File: src/hdl/mlfo_pkg.sv
package mlfo_pkg;

  // Microcode step counter
  localparam int STEP_W = 5;
  typedef logic [STEP_W-1:0] step_t;

  localparam step_t ST_IDLE  = 5'd0;
  localparam step_t ST_MORPH = 5'd14;

  // Configuration register indexes
  localparam int CFG_IDX_W = 1;
  localparam logic [CFG_IDX_W-1:0] REG_PHASE_SCALE = 1'd0;
  localparam logic [CFG_IDX_W-1:0] REG_GATE_THR    = 1'd1;

  localparam logic [31:0] PHASE_SCALE_RST = 32'd1466015504;
  localparam logic [15:0] GATE_THR_RST    = 16'd16384;

  // 1.0 in Q1.16
  localparam logic [16:0] ONE_Q16 = 17'd65536;

  // Multiplier operand A select
  typedef enum logic [2:0] {
    OPA_NONE  = 3'd0,
    OPA_UN    = 3'd1,
    OPA_U2    = 3'd2,
    OPA_RATE  = 3'd3,
    OPA_DIFF  = 3'd4,
    OPA_DEPTH = 3'd5
  } opa_t;

  // Multiplier operand B select
  typedef enum logic [2:0] {
    OPB_NONE  = 3'd0,
    OPB_UN    = 3'd1,
    OPB_COEF  = 3'd2,
    OPB_T     = 3'd3,
    OPB_SCALE = 3'd4,
    OPB_TM    = 3'd5,
    OPB_WAVE  = 3'd6
  } opb_t;

  // Writeback operation on the registered product
  typedef enum logic [3:0] {
    WB_NONE  = 4'd0,
    WB_SETUP = 4'd1,
    WB_U2    = 4'd2,
    WB_POLY  = 4'd3,
    WB_SINE  = 4'd4,
    WB_AB    = 4'd5,
    WB_INC   = 4'd6,
    WB_MORPH = 4'd7,
    WB_OUT   = 4'd8
  } wb_t;

  // Quarter-sine polynomial coefficients
  typedef enum logic [2:0] {
    COEF_C1 = 3'd0,
    COEF_C3 = 3'd1,
    COEF_C5 = 3'd2,
    COEF_C7 = 3'd3,
    COEF_C9 = 3'd4
  } coef_t;

  // Step sequencing
  typedef enum logic [2:0] {
    JMP_NEXT      = 3'd0,
    JMP_WAIT_IN   = 3'd1,
    JMP_SKIP_SINE = 3'd2,
    JMP_WAIT_OUT  = 3'd3,
    JMP_GOTO      = 3'd4
  } jmp_t;

  // Morph segment: pair of neighbouring shapes
  typedef enum logic [1:0] {
    SEG_SINE_TRI = 2'd0,
    SEG_TRI_SAW  = 2'd1,
    SEG_SAW_SQ   = 2'd2
  } seg_t;

  typedef struct packed {
    opa_t  opa;
    opb_t  opb;
    wb_t   wb;
    coef_t coef;
    jmp_t  jmp;
    logic  ph_wr;
    step_t tgt;
  } uword_t;

  // Sequencer to datapath
  typedef struct packed {
    uword_t uw;
    logic   go;
    logic   accept;
  } ctl_t;

  // Datapath to sequencer
  typedef struct packed {
    logic seg_nz;
    logic out_free;
  } sts_t;

  typedef struct packed {
    logic [1:0]         lane;
    logic signed [15:0] gate_level;
    logic [16:0]        rate;
    logic [16:0]        shape;
    logic [16:0]        depth;
  } in_item_t;

  function automatic logic [30:0] coef_val(coef_t c);
    logic [30:0] v;
    case (c)
      COEF_C1: v = 31'd1686629713;
      COEF_C3: v = 31'd693598668;
      COEF_C5: v = 31'd85569306;
      COEF_C7: v = 31'd5026995;
      COEF_C9: v = 31'd172272;
      default: v = '0;
    endcase
    return v;
  endfunction

  function automatic uword_t mk_uw(opa_t a, opb_t b, wb_t w, coef_t c, jmp_t j,
                                   logic p, step_t t);
    uword_t r;
    r.opa   = a;
    r.opb   = b;
    r.wb    = w;
    r.coef  = c;
    r.jmp   = j;
    r.ph_wr = p;
    r.tgt   = t;
    return r;
  endfunction

  // Control program: one word per step
  function automatic uword_t ucode(step_t s);
    uword_t w;
    case (s)
      5'd0:  w = mk_uw(OPA_NONE,  OPB_NONE,  WB_NONE,  COEF_C1, JMP_WAIT_IN,   1'b0, ST_IDLE);
      5'd1:  w = mk_uw(OPA_NONE,  OPB_NONE,  WB_SETUP, COEF_C1, JMP_SKIP_SINE, 1'b0, ST_MORPH);
      5'd2:  w = mk_uw(OPA_UN,    OPB_UN,    WB_NONE,  COEF_C1, JMP_NEXT,      1'b0, ST_IDLE);
      5'd3:  w = mk_uw(OPA_NONE,  OPB_NONE,  WB_U2,    COEF_C1, JMP_NEXT,      1'b0, ST_IDLE);
      5'd4:  w = mk_uw(OPA_U2,    OPB_COEF,  WB_NONE,  COEF_C9, JMP_NEXT,      1'b0, ST_IDLE);
      5'd5:  w = mk_uw(OPA_NONE,  OPB_NONE,  WB_POLY,  COEF_C7, JMP_NEXT,      1'b0, ST_IDLE);
      5'd6:  w = mk_uw(OPA_U2,    OPB_T,     WB_NONE,  COEF_C1, JMP_NEXT,      1'b0, ST_IDLE);
      5'd7:  w = mk_uw(OPA_NONE,  OPB_NONE,  WB_POLY,  COEF_C5, JMP_NEXT,      1'b0, ST_IDLE);
      5'd8:  w = mk_uw(OPA_U2,    OPB_T,     WB_NONE,  COEF_C1, JMP_NEXT,      1'b0, ST_IDLE);
      5'd9:  w = mk_uw(OPA_NONE,  OPB_NONE,  WB_POLY,  COEF_C3, JMP_NEXT,      1'b0, ST_IDLE);
      5'd10: w = mk_uw(OPA_U2,    OPB_T,     WB_NONE,  COEF_C1, JMP_NEXT,      1'b0, ST_IDLE);
      5'd11: w = mk_uw(OPA_NONE,  OPB_NONE,  WB_POLY,  COEF_C1, JMP_NEXT,      1'b0, ST_IDLE);
      5'd12: w = mk_uw(OPA_UN,    OPB_T,     WB_NONE,  COEF_C1, JMP_NEXT,      1'b0, ST_IDLE);
      5'd13: w = mk_uw(OPA_NONE,  OPB_NONE,  WB_SINE,  COEF_C1, JMP_NEXT,      1'b0, ST_IDLE);
      5'd14: w = mk_uw(OPA_RATE,  OPB_SCALE, WB_AB,    COEF_C1, JMP_NEXT,      1'b0, ST_IDLE);
      5'd15: w = mk_uw(OPA_DIFF,  OPB_TM,    WB_INC,   COEF_C1, JMP_NEXT,      1'b0, ST_IDLE);
      5'd16: w = mk_uw(OPA_NONE,  OPB_NONE,  WB_MORPH, COEF_C1, JMP_NEXT,      1'b1, ST_IDLE);
      5'd17: w = mk_uw(OPA_DEPTH, OPB_WAVE,  WB_NONE,  COEF_C1, JMP_NEXT,      1'b0, ST_IDLE);
      5'd18: w = mk_uw(OPA_NONE,  OPB_NONE,  WB_OUT,   COEF_C1, JMP_WAIT_OUT,  1'b0, ST_IDLE);
      default: w = mk_uw(OPA_NONE, OPB_NONE, WB_NONE,  COEF_C1, JMP_GOTO,      1'b0, ST_IDLE);
    endcase
    return w;
  endfunction

endpackage

File: src/hdl/mlfo_seq.sv
module mlfo_seq import mlfo_pkg::*; (
  input  logic clk,
  input  logic rst_n,
  input  logic in_valid,
  input  sts_t sts,
  output logic in_ready,
  output ctl_t ctl
);

  step_t  step_r;
  step_t  step_nxt;
  uword_t uw;
  logic   go;

  assign uw = ucode(step_r);

  // Next step and step-complete qualifier
  always_comb begin
    step_nxt = step_r;
    go       = 1'b1;
    case (uw.jmp)
      JMP_NEXT: begin
        step_nxt = step_t'(step_r + 1'b1);
      end
      JMP_WAIT_IN: begin
        go = in_valid;
        if (in_valid) begin
          step_nxt = step_t'(step_r + 1'b1);
        end
      end
      JMP_SKIP_SINE: begin
        step_nxt = sts.seg_nz ? uw.tgt : step_t'(step_r + 1'b1);
      end
      JMP_WAIT_OUT: begin
        go = sts.out_free;
        if (sts.out_free) begin
          step_nxt = uw.tgt;
        end
      end
      JMP_GOTO: begin
        step_nxt = uw.tgt;
      end
      default: begin
        step_nxt = ST_IDLE;
      end
    endcase
  end

  always_ff @(posedge clk) begin
    if (!rst_n) begin
      step_r <= ST_IDLE;
    end else begin
      step_r <= step_nxt;
    end
  end

  // No request is taken while reset is held
  assign in_ready   = rst_n && (uw.jmp == JMP_WAIT_IN);
  assign ctl.uw     = uw;
  assign ctl.go     = go;
  assign ctl.accept = in_valid & in_ready;

endmodule

File: src/hdl/mlfo_dp.sv
module mlfo_dp import mlfo_pkg::*; #(
  parameter int LANE_COUNT = 4,
  parameter int TBL_BITS   = 10
) (
  input  logic               clk,
  input  logic               rst_n,
  input  ctl_t               ctl,
  input  in_item_t           item,
  input  logic [31:0]        phase_scale,
  input  logic signed [15:0] gate_thr,
  input  logic               out_ready,
  output sts_t               sts,
  output logic               out_valid,
  output logic [1:0]         out_lane,
  output logic signed [15:0] out_wave
);

  localparam int SLOT_W = (LANE_COUNT > 1) ? $clog2(LANE_COUNT) : 1;
  localparam int UN_W   = TBL_BITS - 1;
  localparam int U2_SH  = 34 - 2 * TBL_BITS;
  localparam int V_LSB  = TBL_BITS - 2;
  localparam logic [TBL_BITS-1:0] QUARTER_K = TBL_BITS'(1) << (TBL_BITS - 2);
  localparam logic [5:0] LC1 = 6'(LANE_COUNT);
  localparam logic [5:0] LC2 = 6'(2 * LANE_COUNT);
  localparam logic [5:0] LC3 = 6'(3 * LANE_COUNT);

  // Per-lane state
  logic [31:0]           lane_phase_r [LANE_COUNT];
  logic [LANE_COUNT-1:0] gate_was_high_r;

  // Item registers
  logic [31:0]       phase_r;
  logic [SLOT_W-1:0] slot_r;
  logic [1:0]        lane_r;
  logic [16:0]       rate_r;
  logic [16:0]       depth_r;
  seg_t              seg_r;
  logic [16:0]       tm_r;

  // Working registers
  logic [UN_W-1:0]    un_r;
  logic               neg_r;
  logic [30:0]        u2_r;
  logic [30:0]        t_r;
  logic signed [17:0] sine_r;
  logic signed [17:0] a_r;
  logic signed [19:0] diff_r;
  logic [31:0]        inc_r;
  logic signed [17:0] wave_r;
  logic signed [65:0] prod_r;

  // Output register
  logic               out_valid_r;
  logic [1:0]         out_lane_r;
  logic signed [15:0] out_wave_r;

  // Slot = lane modulo lane count (lane is at most 3)
  logic [5:0]        lane_x;
  logic [5:0]        slot_x;
  logic [SLOT_W-1:0] slot_in;

  always_comb begin
    lane_x = 6'(item.lane);
    if (lane_x < LC1) begin
      slot_x = lane_x;
    end else if (lane_x < LC2) begin
      slot_x = lane_x - LC1;
    end else if (lane_x < LC3) begin
      slot_x = lane_x - LC2;
    end else begin
      slot_x = lane_x - LC3;
    end
    slot_in = SLOT_W'(slot_x);
  end

  // Gate edge and morph position at request time
  logic        gate_hi;
  logic        rise;
  logic [16:0] sh_c;
  logic [17:0] s3_c;
  seg_t        seg_c;
  logic [16:0] tm_c;

  assign gate_hi = (item.gate_level >= gate_thr);
  assign rise    = gate_hi && !gate_was_high_r[slot_in];

  always_comb begin
    sh_c = (item.shape > ONE_Q16) ? ONE_Q16 : item.shape;
    s3_c = 18'(sh_c) + (18'(sh_c) << 1);
    if (s3_c[17:16] == 2'b11) begin
      seg_c = SEG_SAW_SQ;
      tm_c  = ONE_Q16;
    end else begin
      seg_c = seg_t'(s3_c[17:16]);
      tm_c  = {1'b0, s3_c[15:0]};
    end
  end

  always_ff @(posedge clk) begin
    if (ctl.accept) begin
      phase_r <= rise ? 32'd0 : lane_phase_r[slot_in];
      slot_r  <= slot_in;
      lane_r  <= item.lane;
      rate_r  <= item.rate;
      depth_r <= item.depth;
      seg_r   <= seg_c;
      tm_r    <= tm_c;
    end
  end

  // Lane phase and gate history
  always_ff @(posedge clk) begin
    if (!rst_n) begin
      for (int i = 0; i < LANE_COUNT; i++) begin
        lane_phase_r[i] <= '0;
      end
      gate_was_high_r <= '0;
    end else begin
      if (ctl.accept) begin
        gate_was_high_r[slot_in] <= gate_hi;
      end
      if (ctl.uw.ph_wr && ctl.go) begin
        lane_phase_r[slot_r] <= phase_r + inc_r;
      end
    end
  end

  // Quarter-wave argument: -cos(x) = sin(x - pi/2)
  logic [TBL_BITS-1:0] k_c;
  logic [TBL_BITS-1:0] ang_c;
  logic [1:0]          quad_c;
  logic [TBL_BITS-3:0] r_c;
  logic [UN_W-1:0]     un_c;

  always_comb begin
    k_c    = phase_r[31 -: TBL_BITS];
    ang_c  = k_c - QUARTER_K;
    quad_c = ang_c[TBL_BITS-1 -: 2];
    r_c    = ang_c[TBL_BITS-3:0];
    un_c   = quad_c[0] ? (UN_W'(QUARTER_K) - UN_W'(r_c)) : UN_W'(r_c);
  end

  // Sine from polynomial result, Q1.16 rounded and limited
  logic [31:0]        v_c;
  logic [31:0]        vr_c;
  logic [17:0]        q_c;
  logic [17:0]        qc_c;
  logic signed [17:0] sine_c;

  always_comb begin
    v_c    = prod_r[V_LSB +: 32];
    vr_c   = v_c + 32'd8192;
    q_c    = vr_c[31:14];
    qc_c   = (q_c > 18'(ONE_Q16)) ? 18'(ONE_Q16) : q_c;
    sine_c = neg_r ? -$signed(qc_c) : $signed(qc_c);
  end

  // Basic shapes and morph endpoints
  logic signed [19:0] ph14_c;
  logic signed [19:0] tri_c;
  logic signed [19:0] saw_c;
  logic signed [19:0] sq_c;
  logic signed [19:0] sin_x;
  logic signed [19:0] a_sel;
  logic signed [19:0] b_sel;

  always_comb begin
    ph14_c = $signed({2'b00, phase_r[31:14]});
    tri_c  = phase_r[31] ? (20'sd196608 - ph14_c) : (ph14_c - 20'sd65536);
    saw_c  = $signed({3'b000, phase_r[31:15]}) - 20'sd65536;
    sq_c   = phase_r[31] ? -20'sd65536 : 20'sd65536;
    sin_x  = 20'(sine_r);
    case (seg_r)
      SEG_SINE_TRI: begin
        a_sel = sin_x;
        b_sel = tri_c;
      end
      SEG_TRI_SAW: begin
        a_sel = tri_c;
        b_sel = saw_c;
      end
      default: begin
        a_sel = saw_c;
        b_sel = sq_c;
      end
    endcase
  end

  // Rounded crossfade and rounded, saturated output
  logic signed [65:0] rnd16_c;
  logic signed [65:0] rnd17_c;
  logic [19:0]        wave_x;
  logic signed [17:0] wave_c;
  logic signed [23:0] y_c;
  logic signed [15:0] sat_c;

  always_comb begin
    rnd16_c = prod_r + 66'sd32768;
    wave_x  = 20'(a_r) + rnd16_c[35:16];
    wave_c  = $signed(wave_x[17:0]);
    rnd17_c = prod_r + 66'sd65536;
    y_c     = rnd17_c[40:17];
    if (y_c > 24'sd32767) begin
      sat_c = 16'sh7FFF;
    end else if (y_c < -24'sd32768) begin
      sat_c = 16'sh8000;
    end else begin
      sat_c = y_c[15:0];
    end
  end

  // Shared multiplier operands
  logic signed [32:0] mul_a;
  logic signed [32:0] mul_b;

  always_comb begin
    case (ctl.uw.opa)
      OPA_UN:    mul_a = 33'(un_r);
      OPA_U2:    mul_a = 33'(u2_r);
      OPA_RATE:  mul_a = 33'(rate_r);
      OPA_DIFF:  mul_a = 33'(diff_r);
      OPA_DEPTH: mul_a = 33'(depth_r);
      default:   mul_a = '0;
    endcase
    case (ctl.uw.opb)
      OPB_UN:    mul_b = 33'(un_r);
      OPB_COEF:  mul_b = 33'(coef_val(ctl.uw.coef));
      OPB_T:     mul_b = 33'(t_r);
      OPB_SCALE: mul_b = 33'(phase_scale);
      OPB_TM:    mul_b = 33'(tm_r);
      OPB_WAVE:  mul_b = 33'(wave_r);
      default:   mul_b = '0;
    endcase
  end

  always_ff @(posedge clk) begin
    if (ctl.uw.opa != OPA_NONE) begin
      prod_r <= mul_a * mul_b;
    end
  end

  // Writeback of the registered product
  always_ff @(posedge clk) begin
    if (ctl.go) begin
      case (ctl.uw.wb)
        WB_SETUP: begin
          un_r  <= un_c;
          neg_r <= quad_c[1];
        end
        WB_U2:    u2_r   <= prod_r[30:0] << U2_SH;
        WB_POLY:  t_r    <= coef_val(ctl.uw.coef) - prod_r[60:30];
        WB_SINE:  sine_r <= sine_c;
        WB_AB: begin
          a_r    <= a_sel[17:0];
          diff_r <= b_sel - a_sel;
        end
        WB_INC:   inc_r  <= prod_r[55:24];
        WB_MORPH: wave_r <= wave_c;
        default: ;
      endcase
    end
  end

  // Output register
  logic out_load;
  assign out_load = (ctl.uw.wb == WB_OUT) && ctl.go;

  always_ff @(posedge clk) begin
    if (!rst_n) begin
      out_valid_r <= 1'b0;
    end else if (out_load) begin
      out_valid_r <= 1'b1;
    end else if (out_ready) begin
      out_valid_r <= 1'b0;
    end
  end

  always_ff @(posedge clk) begin
    if (out_load) begin
      out_lane_r <= lane_r;
      out_wave_r <= sat_c;
    end
  end

  assign sts.seg_nz   = (seg_r != SEG_SINE_TRI);
  assign sts.out_free = !out_valid_r || out_ready;
  assign out_valid    = out_valid_r;
  assign out_lane     = out_lane_r;
  assign out_wave     = out_wave_r;

endmodule

File: src/hdl/morphing_lfo_with_reset.sv
// The sine polynomial runs on the shared 33x33 multiplier only when the morph lies in the
//   sine-triangle third; for the other thirds the program skips it.
// One request at a time: a new request is taken only once the microcode program is back at
//   idle. All steps share the single multiplier. A held result stalls only the last step.
// Reset: synchronous active-low rst_n clears the step counter, lane phases, gate history and
//   output valid, and loads phase_scale and gate_threshold defaults.
module morphing_lfo_with_reset import mlfo_pkg::*; #(
  parameter int LANE_COUNT      = 4,
  parameter int SINE_TABLE_BITS = 10
) (
  input  logic                 clk,
  input  logic                 rst_n,
  input  logic                 in_tvalid,
  output logic                 in_tready,
  input  logic [71:0]          in_tdata,   // gate_level[15:0], rate[32:16], shape[49:33],
                                           // depth[66:50], zero pad[71:67]
  input  logic [1:0]           in_tuser,   // lane[1:0]
  output logic                 out_tvalid,
  input  logic                 out_tready,
  output logic [15:0]          out_tdata,  // wave[15:0]
  output logic [1:0]           out_tuser,  // lane_out[1:0]
  input  logic                 cfg_we,
  input  logic [CFG_IDX_W-1:0] cfg_addr,
  input  logic [31:0]          cfg_wdata
);

  logic [31:0]        scale_r;
  logic signed [15:0] thr_r;
  in_item_t           item;
  ctl_t               ctl;
  sts_t               sts;
  logic [15:0]        wave_w;

  // Configuration registers
  always_ff @(posedge clk) begin
    if (!rst_n) begin
      scale_r <= PHASE_SCALE_RST;
      thr_r   <= GATE_THR_RST;
    end else if (cfg_we) begin
      case (cfg_addr)
        REG_PHASE_SCALE: scale_r <= cfg_wdata;
        REG_GATE_THR:    thr_r   <= cfg_wdata[15:0];
        default: ;
      endcase
    end
  end

  // Request unpacking
  assign item.lane       = in_tuser;
  assign item.gate_level = in_tdata[15:0];
  assign item.rate       = in_tdata[32:16];
  assign item.shape      = in_tdata[49:33];
  assign item.depth      = in_tdata[66:50];

  mlfo_seq u_seq (
    .clk      (clk),
    .rst_n    (rst_n),
    .in_valid (in_tvalid),
    .sts      (sts),
    .in_ready (in_tready),
    .ctl      (ctl)
  );

  mlfo_dp #(
    .LANE_COUNT (LANE_COUNT),
    .TBL_BITS   (SINE_TABLE_BITS)
  ) u_dp (
    .clk         (clk),
    .rst_n       (rst_n),
    .ctl         (ctl),
    .item        (item),
    .phase_scale (scale_r),
    .gate_thr    (thr_r),
    .out_ready   (out_tready),
    .sts         (sts),
    .out_valid   (out_tvalid),
    .out_lane    (out_tuser),
    .out_wave    (wave_w)
  );

  assign out_tdata = wave_w;

endmodule

File: config.mk
export PLATFORM = sky130hd
export DESIGN_NAME = morphing_lfo_with_reset
export DESIGN_NICKNAME = d
export VERILOG_FILES = /design/src/hdl/mlfo_pkg.sv /design/src/hdl/mlfo_seq.sv /design/src/hdl/mlfo_dp.sv /design/src/hdl/morphing_lfo_with_reset.sv
export SDC_FILE = /design/constraint.sdc
export NUM_CORES = 2
export LEC_CHECK = 0
export BUFFER_PORTS_ARGS = -buffer_cell sky130_fd_sc_hd__buf_4
export CORE_UTILIZATION = 55
export CTS_BUF_LIST = sky130_fd_sc_hd__clkbuf_2 sky130_fd_sc_hd__clkbuf_4 sky130_fd_sc_hd__clkbuf_8
export DETAILED_ROUTE_END_ITERATION = 16
export PLACE_DENSITY = 0.7
export SLEW_MARGIN = 20
export SYNTH_ARGS = -nofsm -noshare
export SYNTH_HDL_FRONTEND = slang
export SYNTH_SLANG_ARGS = --single-unit
File: constraint.sdc
create_clock -name clk -period 17.4 [get_ports clk]
set_input_delay 0.87 -clock clk [delete_from_list [all_inputs] [get_ports clk]]
set_output_delay 0.87 -clock clk [all_outputs]
set_load 0.01 [all_outputs]
; ---- After elaboration in Yosys (flattened, before gate mapping)
; Memory sizes are Yosys's and may differ from the RTL's. A register that Yosys moved wholly into a read port is not among the register bits.
; Index checks and enable logic that the tools add are counted.
; W data, S select, Z words.
[totals]
elab_cells = 143
ramBits = 128
latch_bits = 0
mem_count = 2
mem_bits_ro = 640
reg_bits = 356
[classes]
n_reduce_logical = 25
order_cmp = 7
shift = 0
n_addsub = 15
bitwise = 2
mul = 1
div = 0
mux = 36
eq_ne = 31
[memory_table]
columns = memory, words, width, rd, rd_clocked_by_memory_dff, wr, line
row1 = (no name shown), 32, 20, 1, 1, 0, mlfo_pkg.sv:140  ; case (s)
row2 = u_dp.lane_phase_r, 4, 32, 1, 1, 4, mlfo_dp.sv:28  ; logic [31:0] lane_phase_r [LANE_COUNT];
[op_table]
columns = operator, n
row1 = $pmux W33 S6, 1
row2 = $pmux W33 S5, 1
row3 = $pmux W31 S5, 1
row4 = $pmux W20 S2, 2
row5 = $mux W31, 2
row6 = $mul A33 B33 Y61, 1
row7 = $add A41 B18 Y41 const B, 1
row8 = $mux W20, 2
row9 = $mux W18, 2
row10 = $add A34 B17 Y34 const B, 1
row11 = $mux W17, 2
row12 = $add A32 B14 Y32 const B, 1
row13 = $add A32 B32 Y32, 1
row14 = $mux W32, 1
row15 = $reduce_or A32 Y1, 1
row16 = $sub A31 B31 Y31, 1
row17 = $mux W5, 5
row18 = $pmux W5 S5, 1
row19 = $eq A3 B2 Y1 const B, 8
row20 = $gt A24 B16 Y1 const B, 1
row21 = $lt A24 B16 Y1 const B, 1
row22 = $eq A3 B3 Y1 const B, 7
row23 = $reduce_and A2 Y1, 10
row24 = $sub A20 B20 Y20, 1
row25 = 40 further kinds, 62

; ---- Longest topological paths before layout
[depth]
depth_word = 9
ltp_mapped = 36
depth_no_buf = 33

; ---- By module
; Synthesis repeated with hierarchy kept, for this count alone.
[unflattened]
hier_cells = 6686
area_unflattened_um2 = 65121.2
[by_module_without_submodules]
columns = module, n_inst, seq_area_each_um2, area_per_inst_um2, cells_per_inst
row1 = mlfo_dp, 1, 13853.3, 61740.5, 6341
row2 = morphing_lfo_with_reset, 1, 960.9, 2010.7, 205
row3 = mlfo_seq, 1, 460.4, 1370.1, 140

; ---- Worst setup path after synthesis
; Ideal clock, no wire load.
[synth_timing]
path_type = reg2reg
start = reg u_seq.uw[16] (netlist name)
end = reg u_dp.prod_r[59], data pin
arrival_ps = 8482
t_required_ps = 17131
slack_ps = 8649
path_stages_with_launch = 33
setup_time_ps = 269
cell_sequence = dfxtp_1 > buf_2 > buf_1 > clkbuf_1 > o21ai_0 > a22o_1 > o21a_1 > clkbuf_1 > nand2_1 > inv_1 > fa_1 > inv_1 > fa_1 > fa_1 > inv_1 > fa_1 > fa_1 > fa_1 > fa_1 > inv_1 > fa_1 > inv_1 > ha_1 > a21o_1 > a21o_1 > a21oi_1 > nand3b_1 > o31a_1 > a21oi_1 > a21oi_2 > nor4_1 > o31ai_1 > xor2_1
[synth_between]
elab_chain_len = 3
[synth_lines]
columns = element, line
row1 = "$eq A3 B3 Y1, or another cell as far along", mlfo_dp.sv:225  ; case (ctl.uw.opb)
row2 = $pmux W33 S6 (*), mlfo_dp.sv:225
row3 = $mul A33 B33 Y61 (*), mlfo_dp.sv:238  ; prod_r <= mul_a * mul_b;
row4 = to (signal assigned), mlfo_dp.sv:238
row5 = to (decl), mlfo_dp.sv:50  ; logic signed [65:0] prod_r;
; Every way passes the cells marked *; elsewhere a longest branch is shown, timed or not.
; A chain may end at the register's enable or synchronous reset.

; ---- Worst setup path after layout
[layout_timing]
start = reg u_seq.uw[16] (netlist name)
end = reg u_dp.prod_r[59], data pin
[layout_between]
elab_chain_len = 3
[layout_lines]
columns = element, line
row1 = "$eq A3 B3 Y1, or another cell as far along", mlfo_dp.sv:225
row2 = $pmux W33 S6 (*), mlfo_dp.sv:225
row3 = $mul A33 B33 Y61 (*), mlfo_dp.sv:238
; Marked as above.

==> flow_summary.json <==
{
  "grt_use_total_pct": 34.4,
  "hold_ws_ns": 0.292,
  "final_common_cell": "inv_1",
  "post_cts_resized": 0,
  "power.density_nw_per_um2": 72.3,
  "grt_pass1_wl_um": 306000,
  "ant_nets": 0,
  "coreArea_um2": 117000,
  "crit_arrival_ns": 11.44,
  "dpl_cell_area_um2": 67600,
  "fp.dieW_um": 345,
  "area_growth_syn_to_layout_pct": 7.17,
  "p_int_uw": 2870,
  "final-seq-area_um2": 15300,
  "clk_pin_slew_ns": 0.07,
  "worstSetupStartpointType": "flop",
  "fin_crit_sh_pct": 63.0,
  "cts_hold_buf": 0,
  "drc": 0,
  "cts_buffer_depth": 3,
  "dr_total_vias": 49610,
  "final_cell_area_um2": 69400,
  "synth_seq_cells": 534,
  "die-area_um2": 119000,
  "place_ws_ns": 6.64,
  "hpwl_um": 150000,
  "rsz0062_at_grt": "false",
  "finalSetupViolCount": 0,
  "max_stage_delay_ns": 0.76,
  "grt_max_degree": 76,
  "drive_above_1_share_pct": 7.81,
  "tritoncts": "done",
  "pwr-share-clk_pct": 23.1,
  "numCtsBuffers": 82,
  "endpoint_kind": "flop",
  "skew_ns": 0.0483,
  "synth_edf_count": 458,
  "fin_crit_ns": 10.97,
  "row_count": 125,
  "r2r_slack_ns": 6.43,
  "drtIter0Drc": 5150,
  "status": "completed",
  "grt_pass1_vias": 50138,
  "crit_fanout": 28,
  "vias_per_cell": 5.94,
  "rr_worst_depth": 30,
  "tightest_slew_ns": 1.28,
  "reg2reg_from": "u_seq.uw[16]$_SDFF_PP0_",
  "io_pins": 132,
  "fmaxAchievable_mhz": 91.2,
  "die_y_um": 345,
  "clock_latency_ns": 0.76,
  "ys_seq_area_share_pct": 23.6,
  "drv_cap": 0,
  "syn_nets": 8272,
  "min_path_type": "in -> reg",
  "drv_slew": 0,
  "min_path_cells": 1,
  "cts_sinks": 534,
  "multi_input_area_um2": 44000,
  "netlist_area_um2": 64800,
  "cts_max_level": 3,
  "irDropWorstVdd_mv": 0.0727,
  "wl_um": 202000,
  "min-delay-start": "in_tdata[16]",
  "slew_headroom_pct": 14.5,
  "avgSynthCellArea_um2": 9.61,
  "p_comb_share_pct": 41.1,
  "cpMostUsedCell": "fa_1",
  "syn_inst": 6741,
  "setup_ws_ns": 6.43,
  "power.switching_uw": 2150,
  "numPortBuffers": 126,
  "seqPwrFrac_pct": 35.8,
  "async_reset_ff_share_pct": 0,
  "setup_tns_ns": 0,
  "firstDrtPassIters": 5,
  "final_cell_mix": "inv_1, nor2_1, fa_1",
  "crit_type": "reg -> reg",
  "rr_endpoint": "u_dp.prod_r[59]$_DFFE_PP_",
  "grt_overflow": 0,
  "antenna_found_initial": 10,
  "crit_path_top_delay_cell": "fa_1",
  "crit_required_ns": 17.87,
  "fillers": 9918,
  "final_nets": 8285,
  "synth_warnings": 0,
  "synth_cell_types": 98,
  "ys_dominant_reg_cell": "edfxtp_1",
  "switching_share_pct": 42.8,
  "start_util_pct": 55.6,
  "hold_viol": 0,
  "drt-wirelength-per-cell_um": 24.2,
  "leakagePower_uw": 0.0313,
  "cts_setup_buffers": 0,
  "cts_root_buf": "clkbuf_8",
  "gp_congestion": 0.991,
  "hold_end": "u_dp.rate_r[0]$_DFFE_PP_"
}
==> worst max-delay path, delay by kind of cell (launching register included) <==
family / cells / cell delay, ns
xor+xnor: 1 / 0.17
buf+inv: 7 / 1.54
flops: 1 / 0.30
compound gates: 9 / 2.44
simple gates: 4 / 1.49
fa+ha+maj: 9 / 4.72
==> cells by family after synthesis <==
family / after synthesis / share of synthesized area [%]
fa+ha+maj: 1419 / 39.8
simple gates: 2102 / 13.9
buf+inv: 1557 / 9.08
mux: 96 / 2.13
compound gates: 770 / 7.88
flops: 534 / 23.6
xor+xnor: 263 / 3.57
==> state kept, by name, summed over array words and instances, names as in the netlist, 17 cells and up <==
register and count:
scale_r 32, u_dp.a_r 18, u_dp.depth_r 17, u_dp.diff_r 20
u_dp.inc_r 32, u_dp.lane_phase_r 128, u_dp.phase_r 32, u_dp.prod_r 61
u_dp.rate_r 17, u_dp.sine_r 18, u_dp.t_r 31, u_dp.tm_r 17
u_dp.u2_r 17, u_dp.wave_r 18, u_seq.uw 18
==> cell type report <==
class                      instances  area share, %
inverter                        1254           6.78
timing repair buffer             232           2.53
clock buffer                     112           2.02
multi-input combinational       4650           63.4
clock inverter                    41          0.526
sequential                       534           22.0
tap                             1524           2.75
antenna                            2        0.00721
==> worst max-delay path by stage <==
stage               cells after the start  slack [ns]                        end                     from
finish                                 30        6.43  u_dp.prod_r[59]$_DFFE_PP_  u_seq.uw[16]$_SDFF_PP0_
global route                           30        6.08  u_dp.prod_r[59]$_DFFE_PP_  u_seq.uw[16]$_SDFF_PP0_
CTS                                    30        6.60  u_dp.prod_r[59]$_DFFE_PP_  u_seq.uw[16]$_SDFF_PP0_
detailed placement                     30        6.64  u_dp.prod_r[59]$_DFFE_PP_  u_seq.uw[16]$_SDFF_PP0_
global placement                       30        6.68  u_dp.prod_r[59]$_DFFE_PP_  u_seq.uw[16]$_SDFF_PP0_
floorplan                              32        8.65  u_dp.prod_r[59]$_DFFE_PP_  u_seq.uw[16]$_SDFF_PP0_
==> stage by stage <==
step | cells | utilization (%) | total power [µW]
after floorplan | 6741 | - | 3000
after global placement | 8193 | 58.0 | 3770
after detailed placement | 8193 | 58.1 | 3780
after CTS | 8346 | 59.6 | 4950
after global routing | 8347 | 59.6 | 5210
final | 8349 | 59.6 | 5020
==> per-layer routing <==
metal  global-route usage [%]  vias up  wire length (µm)
met3                     8.36      630             24000
met5                   0.0800        -                92
met1                     47.5    24908             78600
li1                         -    21209                 -
met2                     51.4     2851             87700
met4                     15.8       12             11400
==> power groups by stage <==
stage / registers, µW / logic [µW] / clock network [µW]
after CTS: 1790 / 1990 / 1180
after floorplan: 1700 / 1300 / 0
after global routing: 1800 / 2170 / 1230
final: 1800 / 2060 / 1160
after detailed placement: 1820 / 1970 / 0
after global placement: 1820 / 1950 / 0
==> cells in the mapped netlist, drive strengths merged (8+ instances only) <==
cell type / n / share of area (%)
o31ai: 19 / 0.24
mux2: 12 / 0.21
nor3b: 9 / 0.10
nor4: 13 / 0.15
mux4: 32 / 1.1
nor2b: 90 / 0.87
xnor2: 173 / 2.4
o21ai: 155 / 1.2
a21o: 75 / 0.87
a2111oi: 8 / 0.15
and3: 26 / 0.25
fa: 1074 / 33
nand2: 543 / 3.1
xor2: 90 / 1.2
a221o: 14 / 0.22
o21bai: 25 / 0.29
a21boi: 40 / 0.46
or2: 19 / 0.18
nor3: 54 / 0.43
nor2: 1100 / 6.4
clkbuf: 264 / 1.5
a31oi: 21 / 0.24
inv: 1252 / 7.3
ha: 345 / 6.7
or3: 20 / 0.20
o211ai: 11 / 0.14
a22oi: 16 / 0.19
mux2i: 52 / 0.80
nand4: 23 / 0.22
o21a: 37 / 0.43
a221oi: 17 / 0.23
a21oi: 211 / 1.6
a211oi: 33 / 0.40
nand3: 72 / 0.58
nand2b: 84 / 0.81
buf: 39 / 0.29
o22ai: 17 / 0.16
nand3b: 10 / 0.12
o22a: 13 / 0.18
dfxtp: 76 / 2.3
and2: 15 / 0.14
edfxtp: 458 / 21
No activity file was read; power rests on OpenSTA's default activity.
